### config.mk
export PLATFORM = sky130hd
export DESIGN_NAME = bresenham_line_rasterizer_unit
export DESIGN_NICKNAME = d
export VERILOG_FILES = /design/src/brl_pkg.sv /design/src/bresenham_line_rasterizer_unit.sv /design/src/brl_map.sv /design/src/brl_step.sv
export SDC_FILE = /design/constraint.sdc
export NUM_CORES = 2
export LEC_CHECK = 0
export BUFFER_PORTS_ARGS = -buffer_cell sky130_fd_sc_hd__buf_2
export CORE_MARGIN = 8
export CORE_UTILIZATION = 65
export DETAILED_ROUTE_END_ITERATION = 6
export PLACE_DENSITY = 0.83
export SYNTH_ARGS = -nofsm -noshare
export SYNTH_HDL_FRONTEND = slang
export SYNTH_SLANG_ARGS = --single-unit
export TNS_END_PERCENT = 100
### constraint.sdc
create_clock -name clk -period 12.7 [get_ports clk]
set_input_delay 0.635 -clock clk [delete_from_list [all_inputs] [get_ports clk]]
set_output_delay 0.635 -clock clk [all_outputs]
set_load 0.01 [all_outputs]
### src/brl_pkg.sv
// ----------------------------------------------------------------------------
// brl_pkg: shared types and constants of the line rasterizer
// Field widths, request kinds, register indexes and the pixel word.
// ----------------------------------------------------------------------------
package brl_pkg;

  // Fixed field widths
  localparam int COORD_W   = 16;
  localparam int LABEL_W   = 16;
  localparam int SCALE_W   = 5;
  localparam int PIX_W     = 12;
  localparam int CFG_ADDR_W = 2;
  localparam int CFG_DATA_W = 16;

  // Mapped product: (p - origin) is 17 bits, scale is 6 bits zero-extended
  localparam int PROD_W = COORD_W + 1 + SCALE_W + 1;

  // Request kinds carried on the input tuser bit
  typedef enum logic {
    REQ_LOAD = 1'b0,
    REQ_ADV  = 1'b1
  } brl_req_t;

  // Configuration register indexes
  typedef enum logic [CFG_ADDR_W-1:0] {
    CFG_ORIGIN_X   = 2'd0,
    CFG_ORIGIN_Y   = 2'd1,
    CFG_GRID_SCALE = 2'd2
  } brl_cfg_idx_t;

  // One emitted pixel word
  typedef struct packed {
    logic               last_pixel;
    logic [LABEL_W-1:0] pix_label;
    logic [PIX_W-1:0]   pix_y;
    logic [PIX_W-1:0]   pix_x;
  } brl_pix_t;

  // Status of the stepping core
  typedef struct packed {
    logic busy;
    logic exec;
    logic exec_adv;
  } brl_stat_t;

endpackage

### src/bresenham_line_rasterizer_unit.sv
// ----------------------------------------------------------------------------
// bresenham_line_rasterizer_unit: streaming Bresenham line rasterizer
// Maps endpoints to grid; emits one pixel word per advance of an active line.
// ----------------------------------------------------------------------------
// Usage:
//   Input words arrive on in_t*. tuser = 0 loads a line (endpoints and id in
//   tdata); tuser = 1 asks for the next pixel. A load gives no output word,
//   an advance while no line is active gives none either. Each advance of an
//   active line gives one output word with the pixel position and id; tlast
//   marks the final pixel, after which the line is done.
//   Configuration (origin, scale) is written on cfg_* while the unit is idle.
// Timing:
//   A word passes an input register, the grid-mapping register and the
//   stepping core's result register on its way to out_tvalid. One word is
//   taken per cycle while in_tready is high; a pixel step subtracts 2*dminor
//   from the error and adds 2*dmajor back when the result is negative.
// Reset and stall:
//   Reset (rst_n low, synchronous) empties the pipeline, drops any active
//   line and restores origin 0 and scale 1. When out_tready is low, the
//   pending pixel holds; loads still pass and the two pipeline registers
//   keep taking words until an advance meets the held result.
// ----------------------------------------------------------------------------
module bresenham_line_rasterizer_unit #(
  parameter int GRID_BITS = 12
) (
  input  logic        clk,
  input  logic        rst_n,
  input  logic        in_tvalid,
  output logic        in_tready,
  input  logic [79:0] in_tdata,   // x_start, y_start, x_end, y_end, line_id
  input  logic        in_tuser,   // req_type
  output logic        out_tvalid,
  input  logic        out_tready,
  output logic [39:0] out_tdata,  // pix_x, pix_y, pix_label
  output logic        out_tlast,
  input  logic        cfg_we,
  input  logic [brl_pkg::CFG_ADDR_W-1:0] cfg_addr,
  input  logic [brl_pkg::CFG_DATA_W-1:0] cfg_wdata
);
  import brl_pkg::*;

  // Configuration registers
  logic signed [COORD_W-1:0] origin_x_r;
  logic signed [COORD_W-1:0] origin_y_r;
  logic [SCALE_W-1:0]        scale_r;

  // Input register
  logic                a_valid_r;
  brl_req_t            a_type_r;
  logic [COORD_W-1:0]  a_xs_r, a_ys_r, a_xe_r, a_ye_r;
  logic [LABEL_W-1:0]  a_label_r;
  logic                a_ready;

  // Mapped register
  logic                b_valid_r;
  brl_req_t            b_type_r;
  logic [GRID_BITS-1:0] b_x1_r, b_y1_r, b_x2_r, b_y2_r;
  logic [LABEL_W-1:0]  b_label_r;
  logic                b_in_ready;
  logic                b_ready;

  logic [GRID_BITS-1:0] gx1, gy1, gx2, gy2;
  brl_pix_t            pix;
  brl_stat_t           stat;

  // Write configuration
  always_ff @(posedge clk) begin
    if (!rst_n) begin
      origin_x_r <= '0;
      origin_y_r <= '0;
      scale_r    <= SCALE_W'(1);
    end else if (cfg_we) begin
      case (cfg_addr)
        CFG_ORIGIN_X:   origin_x_r <= cfg_wdata[COORD_W-1:0];
        CFG_ORIGIN_Y:   origin_y_r <= cfg_wdata[COORD_W-1:0];
        CFG_GRID_SCALE: scale_r    <= cfg_wdata[SCALE_W-1:0];
        default: ;
      endcase
    end
  end

  // Stage flow control
  assign b_in_ready = !b_valid_r || b_ready;
  assign a_ready    = !a_valid_r || b_in_ready;
  assign in_tready  = a_ready;

  // Capture input word
  always_ff @(posedge clk) begin
    if (!rst_n) begin
      a_valid_r <= 1'b0;
    end else if (a_ready) begin
      a_valid_r <= in_tvalid;
    end
  end

  always_ff @(posedge clk) begin
    if (a_ready && in_tvalid) begin
      a_type_r  <= brl_req_t'(in_tuser);
      a_xs_r    <= in_tdata[15:0];
      a_ys_r    <= in_tdata[31:16];
      a_xe_r    <= in_tdata[47:32];
      a_ye_r    <= in_tdata[63:48];
      a_label_r <= in_tdata[79:64];
    end
  end

  // Map endpoints to the grid
  brl_map #(.GRID_BITS(GRID_BITS)) u_map_x1 (
    .coord(a_xs_r), .origin(origin_x_r), .scale(scale_r), .grid(gx1)
  );
  brl_map #(.GRID_BITS(GRID_BITS)) u_map_y1 (
    .coord(a_ys_r), .origin(origin_y_r), .scale(scale_r), .grid(gy1)
  );
  brl_map #(.GRID_BITS(GRID_BITS)) u_map_x2 (
    .coord(a_xe_r), .origin(origin_x_r), .scale(scale_r), .grid(gx2)
  );
  brl_map #(.GRID_BITS(GRID_BITS)) u_map_y2 (
    .coord(a_ye_r), .origin(origin_y_r), .scale(scale_r), .grid(gy2)
  );

  // Register mapped word
  always_ff @(posedge clk) begin
    if (!rst_n) begin
      b_valid_r <= 1'b0;
    end else if (b_in_ready) begin
      b_valid_r <= a_valid_r;
    end
  end

  always_ff @(posedge clk) begin
    if (b_in_ready && a_valid_r) begin
      b_type_r  <= a_type_r;
      b_x1_r    <= gx1;
      b_y1_r    <= gy1;
      b_x2_r    <= gx2;
      b_y2_r    <= gy2;
      b_label_r <= a_label_r;
    end
  end

  // Step the line
  brl_step #(.GRID_BITS(GRID_BITS)) u_step (
    .clk       (clk),
    .rst_n     (rst_n),
    .b_valid   (b_valid_r),
    .b_type    (b_type_r),
    .b_x1      (b_x1_r),
    .b_y1      (b_y1_r),
    .b_x2      (b_x2_r),
    .b_y2      (b_y2_r),
    .b_label   (b_label_r),
    .b_ready   (b_ready),
    .out_valid (out_tvalid),
    .out_ready (out_tready),
    .out_pix   (pix),
    .stat      (stat)
  );

  assign out_tdata = {pix.pix_label, pix.pix_y, pix.pix_x};
  assign out_tlast = pix.last_pixel;

  // Checks
  a_capture: assert property (@(posedge clk) disable iff (!rst_n)
    in_tvalid && in_tready |=> a_valid_r)
    else $error("accepted input word not captured");

  a_b_hold: assert property (@(posedge clk) disable iff (!rst_n)
    b_valid_r && !b_ready |=> b_valid_r)
    else $error("stalled mapped word dropped");

  a_end_line: assert property (@(posedge clk) disable iff (!rst_n)
    $fell(stat.busy) |-> out_tvalid && out_tlast)
    else $error("line ended without a final pixel");

  a_idle_adv: assert property (@(posedge clk) disable iff (!rst_n)
    stat.exec && b_type_r == REQ_ADV && !stat.busy && out_tready |=> !out_tvalid)
    else $error("advance on idle unit produced a pixel");

endmodule

### src/brl_map.sv
// ----------------------------------------------------------------------------
// brl_map: source-to-grid coordinate mapper
// Computes (p - origin) * scale + 1 and saturates to the grid range.
// ----------------------------------------------------------------------------
module brl_map #(
  parameter int GRID_BITS = 12
) (
  input  logic signed [brl_pkg::COORD_W-1:0] coord,
  input  logic signed [brl_pkg::COORD_W-1:0] origin,
  input  logic        [brl_pkg::SCALE_W-1:0] scale,
  output logic        [GRID_BITS-1:0]        grid
);
  import brl_pkg::*;

  localparam logic signed [PROD_W-1:0] GridMax =
    (PROD_W'(1) <<< GRID_BITS) - PROD_W'(1);

  logic signed [COORD_W:0]   diff;
  logic signed [PROD_W-1:0]  prod;
  logic signed [PROD_W-1:0]  g;

  // Offset, scale and bias
  always_comb begin
    diff = $signed({coord[COORD_W-1], coord}) - $signed({origin[COORD_W-1], origin});
    prod = PROD_W'(diff) * $signed({1'b0, scale});
    g    = prod + PROD_W'(1);
  end

  // Clamp to [0, 2^GRID_BITS - 1]
  always_comb begin
    if (g[PROD_W-1]) begin
      grid = '0;
    end else if (g > GridMax) begin
      grid = {GRID_BITS{1'b1}};
    end else begin
      grid = g[GRID_BITS-1:0];
    end
  end

endmodule

### src/brl_step.sv
// ----------------------------------------------------------------------------
// brl_step: Bresenham stepping core with result register
// Loads set up the line state; advances of an active line emit one pixel and step the error.
// ----------------------------------------------------------------------------
module brl_step #(
  parameter int GRID_BITS = 12
) (
  input  logic                          clk,
  input  logic                          rst_n,
  input  logic                          b_valid,
  input  brl_pkg::brl_req_t             b_type,
  input  logic [GRID_BITS-1:0]          b_x1,
  input  logic [GRID_BITS-1:0]          b_y1,
  input  logic [GRID_BITS-1:0]          b_x2,
  input  logic [GRID_BITS-1:0]          b_y2,
  input  logic [brl_pkg::LABEL_W-1:0]   b_label,
  output logic                          b_ready,
  output logic                          out_valid,
  input  logic                          out_ready,
  output brl_pkg::brl_pix_t             out_pix,
  output brl_pkg::brl_stat_t            stat
);
  import brl_pkg::*;

  localparam int G = GRID_BITS;
  localparam int E = GRID_BITS + 2;

  // Line state
  logic                busy_r;
  logic [G-1:0]        major_pos_r;
  logic [G-1:0]        major_end_r;
  logic [G-1:0]        minor_pos_r;
  logic signed [E-1:0] err_r;
  logic [G:0]          twice_dmajor_r;
  logic [G:0]          twice_dminor_r;
  logic                minor_down_r;
  logic                steep_r;
  logic [LABEL_W-1:0]  label_r;
  logic                out_valid_r;
  brl_pix_t            out_pix_r;

  logic                out_free;
  logic                go;
  logic                go_adv;

  // Load setup
  logic signed [G:0]   dx;
  logic signed [G:0]   dy;
  logic [G:0]          ndx;
  logic [G:0]          ndy;
  logic [G-1:0]        adx;
  logic [G-1:0]        ady;
  logic                steep;
  logic [G-1:0]        a1, a2, c1, c2;
  logic                flip;
  logic [G-1:0]        maj_s, maj_e, min_s, min_e;
  logic [G-1:0]        dmaj, dmin;

  // Advance step
  logic                last;
  logic signed [E-1:0] err_sub;
  logic [G-1:0]        px, py;
  logic [G+PIX_W-1:0]  px_ext, py_ext;

  // Handshake: loads and idle advances never need the result slot
  assign out_free = !out_valid_r || out_ready;
  assign b_ready  = (b_type == REQ_LOAD) || !busy_r || out_free;
  assign go       = b_valid && b_ready;
  assign go_adv   = go && (b_type == REQ_ADV) && busy_r;

  // Classify and order the endpoints
  always_comb begin
    dx    = $signed({1'b0, b_x2}) - $signed({1'b0, b_x1});
    dy    = $signed({1'b0, b_y2}) - $signed({1'b0, b_y1});
    ndx   = -dx;
    ndy   = -dy;
    adx   = dx[G] ? ndx[G-1:0] : dx[G-1:0];
    ady   = dy[G] ? ndy[G-1:0] : dy[G-1:0];
    steep = ady > adx;
    a1    = steep ? b_y1 : b_x1;
    c1    = steep ? b_x1 : b_y1;
    a2    = steep ? b_y2 : b_x2;
    c2    = steep ? b_x2 : b_y2;
    flip  = a1 > a2;
    maj_s = flip ? a2 : a1;
    maj_e = flip ? a1 : a2;
    min_s = flip ? c2 : c1;
    min_e = flip ? c1 : c2;
    dmaj  = steep ? ady : adx;
    dmin  = steep ? adx : ady;
  end

  // Current pixel and error step
  always_comb begin
    last    = major_pos_r >= major_end_r;
    err_sub = err_r - $signed({1'b0, twice_dminor_r});
    px      = steep_r ? minor_pos_r : major_pos_r;
    py      = steep_r ? major_pos_r : minor_pos_r;
    px_ext  = {{PIX_W{1'b0}}, px};
    py_ext  = {{PIX_W{1'b0}}, py};
  end

  // Hold line state, advance on each emitted pixel
  always_ff @(posedge clk) begin
    if (!rst_n) begin
      busy_r      <= 1'b0;
      out_valid_r <= 1'b0;
    end else begin
      if (out_ready) begin
        out_valid_r <= 1'b0;
      end
      if (go && (b_type == REQ_LOAD)) begin
        busy_r <= 1'b1;
      end else if (go_adv) begin
        out_valid_r <= 1'b1;
        if (last) begin
          busy_r <= 1'b0;
        end
      end
    end
  end

  // Line registers and result word
  always_ff @(posedge clk) begin
    if (go && (b_type == REQ_LOAD)) begin
      steep_r        <= steep;
      major_pos_r    <= maj_s;
      major_end_r    <= maj_e;
      minor_pos_r    <= min_s;
      twice_dmajor_r <= {dmaj, 1'b0};
      twice_dminor_r <= {dmin, 1'b0};
      err_r          <= $signed({2'b00, dmaj});
      minor_down_r   <= !(min_s < min_e);
      label_r        <= b_label;
    end else if (go_adv) begin
      out_pix_r.pix_x      <= px_ext[PIX_W-1:0];
      out_pix_r.pix_y      <= py_ext[PIX_W-1:0];
      out_pix_r.pix_label  <= label_r;
      out_pix_r.last_pixel <= last;
      if (!last) begin
        major_pos_r <= major_pos_r + G'(1);
        if (err_sub[E-1]) begin
          minor_pos_r <= minor_down_r ? (minor_pos_r - G'(1)) : (minor_pos_r + G'(1));
          err_r       <= err_sub + $signed({1'b0, twice_dmajor_r});
        end else begin
          err_r <= err_sub;
        end
      end
    end
  end

  assign out_valid     = out_valid_r;
  assign out_pix       = out_pix_r;
  assign stat.busy     = busy_r;
  assign stat.exec     = go;
  assign stat.exec_adv = go_adv;

endmodule
==> flow_metrics.env <==
export IMPL_outcome="complete, no violations"
export IMPL_synth_cells=3545
export IMPL_vias=26000
export IMPL_setup_viol=0
export IMPL_reg2reg_from="b_y2_r[0]"
export IMPL_path_clk_slew_ps=70
export IMPL_clock_latency_ps=570
export IMPL_post_dp_hpwl_um=60500
export IMPL_n_antenna_cell=0
export IMPL_cp_startpoint="b_y2_r[0]"
export IMPL_p_switching_mw=2.43
export IMPL_p_total_mw=5.68
export IMPL_firstDrtPassIters=7
export IMPL_cts_tree="yes"
export IMPL_finalHoldViolCount=0
export IMPL_synth_nets=4222
export IMPL_hold_path_class="input port to flip-flop"
export IMPL_path_depth=38
export IMPL_synth_edf_count=276
export IMPL_drt_iter0_drc=1997
export IMPL_area_delta_synth_final_pct=7.45
export IMPL_tightest_slew_ps=1220
export IMPL_endpoint="u_step.minor_down_r"
export IMPL_cts_sinks=319
export IMPL_rows=83
export IMPL_finalClockSkew_ps=22.9
export IMPL_grt_max_degree=80
export IMPL_cts_made_buffers=34
export IMPL_synthesis_area_mm2=0.0334
export IMPL_cts_resized=0
export IMPL_worst_path_max_delay_cell="a21oi_4"
export IMPL_holdWs_ps=243
export IMPL_multiInputGateArea_mm2=0.0223
export IMPL_grt_antenna_before_repair=0
export IMPL_slew_headroom=0.182
export IMPL_fin_tns_setup_ps=0
export IMPL_yosys_warnings=0
export IMPL_ys_types=89
export IMPL_synth_seq_cells=319
export IMPL_fin_crit_sh=0.813
export IMPL_htreeDepth=2
export IMPL_crit_type="flip-flop to flip-flop"
export IMPL_synthFlopType="edfxtp_1"
export IMPL_crit_required_ps=13010
export IMPL_post_route_min_period_ps=10330
export IMPL_drive_above_1_share=0.0845
export IMPL_dp_cells=4273
export IMPL_avgViaCountPerCell=5.99
export IMPL_power_density_mw_per_mm2=158
export IMPL_gp_congestion=0.923
export IMPL_reg2reg_to="u_step.minor_down_r"
export IMPL_die_h_um=243
export IMPL_yosysMostFrequentCell="inv_1"
export IMPL_p_leak_nw=16.0
export IMPL_netlist_area_leader_share=0.248
export IMPL_port_buffers=146
export IMPL_yosysSeqAreaShare=0.274
export IMPL_fp_dieW_um=243
export IMPL_die_area_mm2=0.0590
export IMPL_synthTopCellsByCount="inv_1, ha_1, nand2_1"
export IMPL_max_clock_freq_mhz=96.8
export IMPL_grt_pass1_wl_um=127000
export IMPL_clk_path_buf_depth=3
export IMPL_fin_nets=4306
export IMPL_start_util=0.655
export IMPL_pwr_share_seq=0.235
export IMPL_rsz0062_at_grt="no"
export IMPL_ant_nets=0
export IMPL_ios=147
export IMPL_clkPwrFrac=0.184
export IMPL_routed_wl_um=77500
export IMPL_post_cts_buffers=0
export IMPL_max_cap_violations=0
export IMPL_finalNonFillerCells=4335
export IMPL_register_area_mm2=0.00916
export IMPL_max_stage_delay_ps=960
export IMPL_ir_worst_vdd_uv=288
export IMPL_coreArea_mm2=0.0511
export IMPL_fillers=3919
export IMPL_synthArstFlopShare=0
export IMPL_cts_hold_buf=0
export IMPL_worst_path_buf_inv=5
export IMPL_finalMaxSlewViolations=0
export IMPL_track_usage=0.257
export IMPL_netSwitchingFraction=0.428
export IMPL_cp_start_kind="flip-flop"
export IMPL_crit_family="compound AO/OA/AOI/OAI gates"
export IMPL_crit_arrival_ps=10630
export IMPL_intPower_mw=3.25
export IMPL_grt_pass1_vias=25400
export IMPL_end_kind="flip-flop"
export IMPL_synth_largest_area_cell="edfxtp_1"
export IMPL_cts_root_buffer="clkbuf_16"
export IMPL_ff2ff_setup_slack_ps=2370
export IMPL_avgSynthCellArea_um2=9.43
export IMPL_reg2reg_depth=38
export IMPL_wl_per_cell_um=17.9
export IMPL_grt_overflow_total=0
export IMPL_drc=0
export IMPL_path_max_fanout=62
export IMPL_synthTopCellsByArea="edfxtp_1, ha_1, fa_1"
export IMPL_p_comb_frac=0.581
## routing by layer
metal,vias up,part of all wire,GRT usage
li1,12600,-,-
met1,12400,0.44,0.336
met2,841,0.47,0.437
met3,160,0.061,0.0359
met4,0,0.033,0.0866
met5,-,0,0
## metrics by stage
| stage | area (um^2) | util | worst slack [ps] |
|---|---|---|---|
| final | 35900 | 0.703 | 2370 |
| after global routing | 35900 | 0.703 | 1670 |
| after CTS | 35900 | 0.703 | 2630 |
| after detailed placement | 34800 | 0.680 | 2700 |
| after global placement | 34800 | 0.680 | 2930 |
| after floorplan | 33400 | - | 4280 |
## worst register-to-register path, delay by kind of cell (launching register included)
| family | cells | cell delay, ps |
|---|---|---|
| flip-flops | 1 | 420 |
| AND/OR/NAND/NOR | 6 | 800 |
| XOR/XNOR | 2 | 650 |
| AO/OA/AOI/OAI | 18 | 4820 |
| buffers and inverters | 5 | 1070 |
| multiplexers | 2 | 810 |
| adder cells (fa/ha/maj) | 5 | 1520 |
## cell families (layout without fill, tap and decap cells)
kind of cell / Yosys count / in the layout / share of synthesized area
xor gates and xnor gates: 158 / 158 / 0.0414
AOI/OAI and AO/OA: 717 / 717 / 0.144
buffers and inverters: 554 / 664 / 0.0627
DFF: 319 / 319 / 0.274
adders and majority gates: 573 / 573 / 0.263
and+or+nand+nor: 1060 / 1060 / 0.165
muxes: 164 / 164 / 0.0506
## layout make-up
class | instances | area share
timing repair buffer | 162 | 0.0237
tap | 680 | 0.0237
clock inverter | 17 | 0.00648
inverter | 440 | 0.0460
multi-input combinational | 2672 | 0.619
clock buffer | 45 | 0.0263
sequential | 319 | 0.255
## power by group through the flow
stage,combinational [mW],clock (mW),sequential (mW)
floorplan,2.56,0,1.33
global placement,3.16,0,1.35
detailed placement,3.23,0,1.36
CTS,3.26,1.07,1.33
global route,3.64,1.10,1.34
finish,3.30,1.05,1.34
## state kept, by name (all words and copies together) (netlist names), 16 cells and up
register	cells
a_label_r	16
a_xe_r	16
a_xs_r	16
a_ye_r	16
a_ys_r	16
b_label_r	16
origin_x_r	16
origin_y_r	16
u_step.label_r	16
u_step.out_pix	41
## how the worst min path moves through the flow
stage / from / endpoint / slack, ps / depth (start not counted)
after global routing: in_tdata[60] / a_ye_r[12] / 230 / 1
after CTS: in_tdata[16] / a_ys_r[0] / 220 / 1
after detailed placement: a_label_r[10] / b_label_r[10] / 400 / 0
after global placement: a_label_r[14] / b_label_r[14] / 400 / 0
after floorplan: a_label_r[0] / b_label_r[0] / 400 / 0
final: in_tdata[16] / a_ys_r[0] / 240 / 1
## cell usage in the layout (no fill, tap or decap), types with 61 or more instances in the layout
cell type and count:
xnor2_1 97, nor3_1 79, xor2_1 61, nor2_1 136
o21ai_0 114, buf_2 146, edfxtp_1 276, nor2b_1 69
ha_1 356, a21oi_1 189, and2_1 211, nand2_1 291
fa_1 217, mux2i_1 123, inv_1 437, nand3_1 62
Note: power is estimated with default switching activity, not from simulation.
